**src/rf_pkg.sv**
```systemverilog
// Package for the Rastrigin fitness block: payload structs, register indexes,
// cosine table constants. Used by every module under src.
`default_nettype none
package rf_pkg;
	typedef struct packed {
		logic [31:0] gene;
		logic        last;
	} in_item_t;

	typedef struct packed {
		logic [31:0] fitness;
		logic [6:0]  gene_count;
	} out_item_t;

	typedef enum logic [1:0] {
		REG_VALUE_MIN = 2'd0,
		REG_VALUE_MAX = 2'd1,
		REG_AMPLITUDE = 2'd2
	} reg_idx_t;

	localparam logic signed [23:0] VALUE_MIN_RST = -24'sd335544;
	localparam logic signed [23:0] VALUE_MAX_RST = 24'sd335544;
	localparam logic [7:0]         AMPLITUDE_RST = 8'd10;

	localparam longint COEF1 = 64'd1324675880;
	localparam longint COEF2 = 64'd272375599;
	localparam longint COEF3 = 64'd22401994;
	localparam longint COEF4 = 64'd987052;
	localparam longint COEF5 = 64'd27060;
	localparam longint Q30_ONE = 64'd1073741824;

	// Quarter-wave cosine entry, Q1.16; evaluated at elaboration only.
	function automatic logic [16:0] quarter_cos(input int k, input int bits);
		longint t;
		longint u;
		longint r;
		longint v;
		t = longint'(k) <<< (30 - bits);
		u = (t * t) >>> 30;
		r = COEF4 - ((u * COEF5) >>> 30);
		r = COEF3 - ((u * r) >>> 30);
		r = COEF2 - ((u * r) >>> 30);
		r = COEF1 - ((u * r) >>> 30);
		if (r < 0) r = 0;
		v = Q30_ONE - ((u * r) >>> 30);
		if (v < 0) v = 0;
		if (v > Q30_ONE) v = Q30_ONE;
		return 17'((v + 8192) >>> 14);
	endfunction
endpackage
`default_nettype wire

```
**src/rf_front.sv**
```systemverilog
// Front end: takes genes, maps each to x (Q8.16) by multiplying with a fixed
// reciprocal of RAND_SCALE over four partial products and one correction step.
// Depends on rf_pkg.
`default_nettype none
module rf_front #(
	parameter int unsigned RAND_SCALE = 32'd2147483647
) (
	input  wire logic                clk,
	input  wire logic                arst_n,
	input  wire logic                push,
	output logic                     full,
	input  wire rf_pkg::in_item_t    in_item,
	input  wire logic signed [23:0]  value_min,
	input  wire logic signed [23:0]  value_max,
	output logic                     x_valid,
	input  wire logic                x_ready,
	output logic signed [23:0]       x_val,
	output logic                     x_last
);
	localparam logic [31:0] SCALE = 32'(RAND_SCALE);
	// floor(2^57 / SCALE): the estimate is off by at most one below the quotient
	localparam logic [57:0] RECIP = (58'd1 << 57) / 58'(SCALE);
	// at or above this the quotient is 2^25 or more and x saturates anyway
	localparam logic [57:0] BIG_LIM = 58'(SCALE) << 25;

	logic busy_q, done_q, last_q, neg_q;
	logic [2:0] step_q;
	logic [56:0] num_q;
	logic [114:0] acc_q;
	logic [25:0] quo_q;
	logic signed [23:0] lo_q;
	logic signed [24:0] range;
	logic [24:0] mag;
	logic [31:0] pa, pb;
	logic [63:0] pp;
	logic [114:0] pp_sh;
	logic [24:0] qe;
	logic [56:0] qd_full;
	logic [33:0] rem;
	logic big;
	logic [25:0] quo_n;
	logic signed [58:0] xs;

	assign range = 25'(value_max) - 25'(value_min);
	assign mag = range[24] ? 25'(-range) : range;
	assign full = busy_q | done_q;

	always_ff @(posedge clk or negedge arst_n) begin
		if (!arst_n) begin
			busy_q <= 1'b0;
			done_q <= 1'b0;
			step_q <= '0;
		end else if (push && !full) begin
			busy_q <= 1'b1;
			step_q <= '0;
		end else if (busy_q) begin
			if (step_q == 3'd4) begin
				busy_q <= 1'b0;
				done_q <= 1'b1;
			end
			step_q <= step_q + 3'd1;
		end else if (done_q && x_ready) begin
			done_q <= 1'b0;
		end
	end

	// one 32x32 partial product of numerator and reciprocal per step
	always_comb begin
		case (step_q)
			3'd0: begin
				pa = num_q[31:0];
				pb = RECIP[31:0];
			end
			3'd1: begin
				pa = num_q[31:0];
				pb = 32'(RECIP[57:32]);
			end
			3'd2: begin
				pa = 32'(num_q[56:32]);
				pb = RECIP[31:0];
			end
			default: begin
				pa = 32'(num_q[56:32]);
				pb = 32'(RECIP[57:32]);
			end
		endcase
	end

	assign pp = 64'(pa) * 64'(pb);

	always_comb begin
		case (step_q)
			3'd0: pp_sh = 115'(pp);
			3'd1, 3'd2: pp_sh = {19'b0, pp, 32'b0};
			default: pp_sh = {pp[50:0], 64'b0};
		endcase
	end

	// fix the estimate up by one where the remainder still covers the divisor
	assign qe = acc_q[81:57];
	assign big = 58'(num_q) >= BIG_LIM;
	assign qd_full = 57'(qe) * 57'(SCALE);
	assign rem = num_q[33:0] - qd_full[33:0];
	assign quo_n = big ? 26'h2000000 : {1'b0, qe} + 26'(rem >= 34'(SCALE));

	always_ff @(posedge clk) begin
		if (push && !full) begin
			num_q  <= 57'(in_item.gene) * 57'(mag);
			acc_q  <= '0;
			lo_q   <= value_min;
			neg_q  <= range[24];
			last_q <= in_item.last;
		end else if (busy_q) begin
			if (step_q == 3'd4) quo_q <= quo_n;
			else acc_q <= acc_q + pp_sh;
		end
	end

	assign xs = 59'(lo_q) + (neg_q ? -$signed(59'(quo_q)) : $signed(59'(quo_q)));
	always_comb begin
		if (xs > 59'sd8388607) x_val = 24'sh7FFFFF;
		else if (xs < -59'sd8388608) x_val = -24'sh800000;
		else x_val = xs[23:0];
	end
	assign x_valid = done_q;
	assign x_last = last_q;
endmodule
`default_nettype wire

```
**config.mk**
```make
export PLATFORM = sky130hd
export DESIGN_NAME = rf_front
export DESIGN_NICKNAME = d
export VERILOG_FILES = /design/src/rf_pkg.sv /design/src/rf_front.sv
export SDC_FILE = /design/constraint.sdc
export NUM_CORES = 2
export LEC_CHECK = 0
export BUFFER_PORTS_ARGS = -buffer_cell sky130_fd_sc_hd__buf_2
export CORE_ASPECT_RATIO = 1.5
export CORE_MARGIN = 2
export CORE_UTILIZATION = 55
export CTS_CLUSTER_DIAMETER = 80
export DETAILED_ROUTE_END_ITERATION = 10
export GPL_TIMING_DRIVEN = 1
export PLACE_DENSITY = 0.74
export SYNTH_ARGS = -nofsm -noshare
export SYNTH_HDL_FRONTEND = slang
export SYNTH_SLANG_ARGS = --single-unit
```
**constraint.sdc**
```tcl
create_clock -name clk -period 9.7 [get_ports clk]
set_input_delay 0.485 -clock clk [delete_from_list [all_inputs] [get_ports clk]]
set_output_delay 0.485 -clock clk [all_outputs]
set_load 0.01 [all_outputs]
```
* Word level (Yosys, flattened, before mapping)
Index checks and enable logic that the tools add are counted.
Word-level totals: bits in registers 229, input port bits 85, output and inout port bits 27, word-level logic and storage cells 58
Cells by class: $add $sub $neg 8, multipliers 3, order comparisons 4, eq/ne operators 4, muxes and demuxes 15, bitwise gates (word level) 3, reductions and logical operators 12
Operators with widths (count):
- $pmux 115 s2 | 1
- $add 115x115->115 | 1
- $mul 32x32->64 | 1
- $add 24x59->59 | 1
- $gt 59x24->1 const B | 1
- $lt 59x24->1 const B | 1
- $mux 59 | 1
- $neg 26->59 | 1
- $ge 57x56->1 const B | 1
- $mul 32x25->57 | 1
- $mux 24 | 2
- $ge 34x31->1 const B | 1
- $mul 25x31->34 const B | 1
- $sub 34x34->34 | 1
- $mux 32 | 1
- $mux 27 | 1
- $add 25x1->26 | 1
- $mux 25 | 1
- $neg 25->25 | 1
- $sub 24x24->25 | 1
- $mux 1 | 6
- $mux 3 | 2
- $reduce_and 3->1 | 2
- $reduce_or 2->1 | 3
- other kinds (12) | 15

* Logic depth before layout (Yosys ltp)
word-level depth 6, mapped depth 45, gate-level depth less buffers 42

* Worst setup path before layout
Ideal clock, no wire load.
path type input -> register, from input value_max[0], to register num_q[54] (data pin), library setup time 0.258 ns, data arrival time 10.346 ns, required time 9.442 ns, setup slack -0.904 ns, stages 40, buffers on the path 3, cells stage by stage inv_1 > ha_1 > fa_1 > nand2b_1 > a21boi_2 > o211ai_2 > a311oi_2 > nor3_2 > nor3_1 > or4_1 > a21oi_1 > o21a_1 > buf_2 > nor2_4 > clkbuf_1 > buf_2 > a211oi_1 > or4_1 > [... 4 more ...] > fa_1 > fa_1 > inv_1 > fa_1 > inv_1 > ha_1 > a21o_1 > a221oi_1 > nor2_1 > a21oi_1 > o211ai_1 > a221oi_1 > nor3_1 > a2111oi_0 > o31ai_1 > a31o_2 > a21oi_1 > xnor2_1
Between the ends: word-level cells in the longest chain between the ends 4
RTL lines:
- start, declared | RTL line rf_front.sv:14 | input wire logic signed [23:0] value_max,
- $sub 24x24->25 (*) | RTL line rf_front.sv:44 | assign range = 25'(value_max) - 25'(value_min);
- $neg 25->25 | RTL line rf_front.sv:45 | assign mag = range[24] ? 25'(-range) : range;
- $mux 25 (*) | RTL line rf_front.sv:45
- $mul 32x25->57 (*) | RTL line rf_front.sv:108 | num_q <= 57'(in_item.gene) * 57'(mag);
- end signal, assigned | RTL line rf_front.sv:108
- end, declared | RTL line rf_front.sv:28 | logic [56:0] num_q;
Every way passes the cells marked *; elsewhere a longest branch is shown, timed or not. A chain may end at the register's enable or synchronous reset.

* Final worst setup path
from input value_min[13], to register num_q[54] (data pin)
Between the ends: word-level cells in the longest chain between the ends 4
RTL lines:
- start, declared | RTL line rf_front.sv:13 | input wire logic signed [23:0] value_min,
- $sub 24x24->25 (*) | RTL line rf_front.sv:44
- $neg 25->25 | RTL line rf_front.sv:45
- $mux 25 (*) | RTL line rf_front.sv:45
- $mul 32x25->57 (*) | RTL line rf_front.sv:108
Marks and branches as above.

==> metrics.txt <==
# TYPE chip_impl_metric gauge
chip_impl_metric{name="synth-edff-count",unit=""} 109
chip_impl_metric{name="drive_gt1_share",unit="%"} 18.6
chip_impl_metric{name="synth_seq_area_share",unit="%"} 8.36
chip_impl_info{name="synth-main-ff-cell",value="sky130_fd_sc_hd__edfxtp_1"} 1
chip_impl_metric{name="postSynthCellCount",unit=""} 6421
chip_impl_metric{name="place_inst",unit=""} 8045
chip_impl_info{name="failed_checks",value="setup timing"} 1
chip_impl_metric{name="initial_core_util",unit="%"} 55.6
chip_impl_metric{name="num_vias",unit=""} 50900
chip_impl_metric{name="detail_route.wl_per_cell",unit="um"} 24.8
chip_impl_metric{name="number_of_max_cap_violations",unit=""} 0
chip_impl_info{name="layout.cells.most_common",value="sky130_fd_sc_hd__inv_1"} 1
chip_impl_metric{name="path_depth",unit=""} 40
chip_impl_info{name="cpMaxStageDelayCell",value="sky130_fd_sc_hd__fa_2"} 1
chip_impl_metric{name="worst_path_largest_cell_delay",unit="ns"} 0.61
chip_impl_metric{name="ff2ff_path_depth",unit=""} 40
chip_impl_metric{name="finalWorstPathRequiredPeriod",unit="ns"} 10.05
chip_impl_metric{name="die_y",unit="um"} 388
chip_impl_metric{name="cts-root-to-sink-buffers",unit=""} 3
chip_impl_metric{name="core",unit="um^2"} 97200
chip_impl_metric{name="routed_wl",unit="mm"} 204
chip_impl_metric{name="die_x",unit="um"} 260
chip_impl_info{name="synth_top_family_by_area",value="adder cells"} 1
chip_impl_info{name="min_path_type",value="in -> reg"} 1
chip_impl_metric{name="drt_drc_violations_left",unit=""} 0
chip_impl_metric{name="path_clk_slew",unit="ns"} 0.07
chip_impl_metric{name="grt_remaining_overflow",unit=""} 0
chip_impl_metric{name="critical_path_arrival",unit="ns"} 10.30
chip_impl_info{name="tritoncts",value="done"} 1
chip_impl_metric{name="post_synth.cell_area_avg",unit="um^2"} 8.42
chip_impl_metric{name="mappedNetlistNets",unit=""} 7865
chip_impl_info{name="crit_path_start_kind",value="input port"} 1
chip_impl_metric{name="place_congestion",unit=""} 1.02
chip_impl_metric{name="htreeDepth",unit=""} 4
chip_impl_metric{name="finalMaxSlewViolations",unit=""} 0
chip_impl_info{name="status",value="complete, but fails checks"} 1
chip_impl_info{name="critical_path.most_common_cell",value="sky130_fd_sc_hd__fa_1"} 1
chip_impl_metric{name="numPortBuffers",unit=""} 111
chip_impl_metric{name="worst-path-buf-inv",unit=""} 10
chip_impl_metric{name="syn-cell-area",unit="um^2"} 54100
chip_impl_info{name="grt_setup_unrepaired",value="yes"} 1
chip_impl_metric{name="synth_cell_type_count",unit=""} 94
chip_impl_metric{name="grt_pass1_vias",unit=""} 54200
chip_impl_metric{name="rows",unit=""} 140
chip_impl_metric{name="post_synth_fa_ha_maj_area_fraction",unit="%"} 43.8
chip_impl_metric{name="first_pass_grt_wire_length",unit="mm"} 304
chip_impl_metric{name="cts_num_sinks",unit=""} 170
chip_impl_info{name="clk_root_buffer_cell",value="sky130_fd_sc_hd__clkbuf_16"} 1
chip_impl_metric{name="top_level_ports",unit=""} 112
chip_impl_metric{name="worst_setup_timing_slack_at_the_placement_stage",unit="ns"} -1.09
chip_impl_info{name="setup.worst_path.end_class",value="flip-flop"} 1
chip_impl_metric{name="synth.area.mux_share",unit="%"} 0.155
chip_impl_metric{name="dr.first_iter.drc_count",unit=""} 4183
chip_impl_metric{name="layout.nets",unit=""} 8368
chip_impl_metric{name="dieArea",unit="um^2"} 101000
chip_impl_metric{name="area_growth",unit="%"} 19.2
chip_impl_metric{name="place_area",unit="um^2"} 60700
chip_impl_metric{name="antenna_found_initial",unit=""} 18
chip_impl_info{name="critical_path.top_delay_family",value="adder cells"} 1
chip_impl_metric{name="synth-compound-area-share",unit="%"} 15.4
chip_impl_metric{name="yosys_warns",unit=""} 0
chip_impl_metric{name="hold_path_depth",unit=""} 1
chip_impl_metric{name="drtPass1Iterations",unit=""} 6
chip_impl_metric{name="asyncSetResetFlopFracSynth",unit="%"} 2.94
chip_impl_metric{name="average_vias_per_placed_instance",unit=""} 6.19
chip_impl_metric{name="worst_skew_pair.late_latency",unit="ns"} 0.51
chip_impl_info{name="layout.cells.most_common_list",value="sky130_fd_sc_hd__inv_1 (1062), sky130_fd_sc_hd__fa_1 (853), sky130_fd_sc_hd__nand2_1 (693), sky130_fd_sc_hd__buf_4 (669), sky130_fd_sc_hd__ha_1 (430)"} 1
chip_impl_metric{name="total_routing_usage_gr",unit="%"} 39.8
chip_impl_metric{name="hpwl",unit="mm"} 154
chip_impl_metric{name="postSynthRegisterBits",unit=""} 170
chip_impl_metric{name="antenna_left",unit=""} 0
chip_impl_metric{name="post_synth_xor_area_fraction",unit="%"} 4.19
chip_impl_metric{name="synth-simple-area-share",unit="%"} 17.3
chip_impl_metric{name="totalNegativeSetupSlack",unit="ns"} -2.81
chip_impl_metric{name="setup_viol_count_final",unit=""} 14
chip_impl_metric{name="crit_fanout",unit=""} 4
chip_impl_metric{name="setup_slack",unit="ns"} -0.347
chip_impl_metric{name="worst-endpoint-required",unit="ns"} 9.95
chip_impl_metric{name="fin_worst_skew",unit="ns"} 0.0298
chip_impl_info{name="critPathKind",value="in -> reg"} 1
chip_impl_metric{name="timing.slew.headroom",unit="%"} 3.99
chip_impl_metric{name="hold_viol",unit=""} 0
chip_impl_metric{name="fillCellCount",unit=""} 7931
chip_impl_metric{name="layout.cell_area.non_filler",unit="um^2"} 64500
chip_impl_metric{name="finish.cell_count_without_fillers",unit=""} 8217
chip_impl_metric{name="cts_inserted_buffers",unit=""} 25
chip_impl_metric{name="final_min_period_over_clock_period",unit="%"} 104
chip_impl_metric{name="fmaxAchievable",unit="MHz"} 99.5
chip_impl_metric{name="pin_count_of_the_biggest_net_entering_global_routing",unit=""} 70
chip_impl_metric{name="worst_margin_pin_slew",unit="ns"} 1.40
per-stage QoR:
| step | utilization [%] | hold slack [ns] |
|---|---|---|
| 2_1_floorplan | - | 0.189 |
| 3_3_place_gp | 62.5 | 0.329 |
| 3_5_place_dp | 62.5 | 0.328 |
| 4_1_cts | 65.4 | 0.133 |
| 5_1_grt | 66.3 | 0.148 |
| 6_report | 66.3 | 0.151 |
logic make-up after synthesis:
family | after synthesis
AO/OA/AOI/OAI | 1234
XOR/XNOR | 258
adder cells (fa/ha/maj) | 1360
buffers and inverters | 1520
flip-flops | 170
multiplexers | 8
AND/OR/NAND/NOR | 1871
cells in the mapped netlist, types with 6 or more instances:
master	instances	area (um^2)
sky130_fd_sc_hd__o21ai_0	216	1080
sky130_fd_sc_hd__o21a_1	83	623
sky130_fd_sc_hd__a21o_1	146	1100
sky130_fd_sc_hd__or3_1	42	263
sky130_fd_sc_hd__o41ai_1	10	87.6
sky130_fd_sc_hd__xnor2_1	187	1640
sky130_fd_sc_hd__nor2b_1	77	482
sky130_fd_sc_hd__a311oi_1	9	78.8
sky130_fd_sc_hd__o31ai_1	26	195
sky130_fd_sc_hd__xor2_1	70	613
sky130_fd_sc_hd__dfxtp_1	56	1120
sky130_fd_sc_hd__o21bai_1	36	270
sky130_fd_sc_hd__nor4_1	50	313
sky130_fd_sc_hd__buf_1	13	48.8
sky130_fd_sc_hd__edfxtp_1	109	3270
sky130_fd_sc_hd__nor3_1	121	606
sky130_fd_sc_hd__a211o_1	6	52.6
sky130_fd_sc_hd__and2_1	168	1050
sky130_fd_sc_hd__o221ai_2	20	300
sky130_fd_sc_hd__or4_1	88	661
sky130_fd_sc_hd__o211ai_1	22	165
sky130_fd_sc_hd__and3_1	76	475
sky130_fd_sc_hd__and4_1	19	166
sky130_fd_sc_hd__o2111a_1	19	214
sky130_fd_sc_hd__nor2_1	156	586
sky130_fd_sc_hd__a2111oi_0	11	96.3
sky130_fd_sc_hd__inv_1	1090	4090
sky130_fd_sc_hd__a21oi_1	254	1270
sky130_fd_sc_hd__o22ai_1	41	257
sky130_fd_sc_hd__ha_1	467	5840
sky130_fd_sc_hd__fa_1	892	17900
sky130_fd_sc_hd__nand3_1	225	1130
sky130_fd_sc_hd__a211oi_1	61	458
sky130_fd_sc_hd__o2111ai_1	55	482
sky130_fd_sc_hd__nand4_1	70	438
sky130_fd_sc_hd__o221ai_1	19	166
sky130_fd_sc_hd__clkbuf_1	362	1360
sky130_fd_sc_hd__buf_2	48	240
sky130_fd_sc_hd__or2_2	11	68.8
sky130_fd_sc_hd__o31a_1	17	149
sky130_fd_sc_hd__a22o_1	7	61.3
sky130_fd_sc_hd__o21ai_1	70	350
sky130_fd_sc_hd__a31oi_1	41	257
sky130_fd_sc_hd__nand2_1	701	2630
sky130_fd_sc_hd__nand2b_1	42	263
area by class of cell:
class | count | area (um^2) | area share, %
Clock inverter | 4 | 42.5 | 0.0660
Antenna cell | 9 | 22.5 | 0.0349
Inverter | 1092 | 4110 | 6.37
Clock buffer | 29 | 661 | 1.02
Timing Repair Buffer | 904 | 7800 | 12.1
Multi-Input combinational cell | 4731 | 45700 | 70.9
Sequential cell | 170 | 4530 | 7.02
Tap cell | 1278 | 1600 | 2.48
worst paths after layout:
check                         startpoint        end  slack [ns]
max in group asynchronous         arst_n  step_q[1]        9.18
hold / removal                in_item[0]     x_last        0.15
setup / recovery           value_min[13]  num_q[54]       -0.35
hold reg to reg                acc_q[29]  acc_q[29]        0.47
min in group asynchronous         arst_n    x_valid        0.35
setup reg to reg               acc_q[64]  quo_q[23]        0.14
metal layers:
metal,vias to the layer above,track usage (%),share of wire (%)
li1,22300,-,-
met1,25000,39.2,31
met2,2513,68.2,49
met3,1155,8.22,8.0
met4,10,39.4,12
met5,-,0,0.031
flip-flops by register name, indices dropped and copies added (netlist names):
name,count
num_q,57
x_valid,1
step_q,3
lo_q,24
busy_q,1
neg_q,1
x_last,1
quo_q,26
acc_q,56
timing repair:
action | in CTS | in global routing
cloned | 14 | 4
buffers inserted | 82 | 40
setup endpoints to repair | 43 | 49
endpoints found under the hold margin | 5 | 0
resized for setup | 229 | 120
hold buffers | 1 | 0
pin swaps | 151 | 97
Power is left out: the tool's default activity adds up to more than one toggle a clock period on the data nets, which glitch-free logic cannot reach.
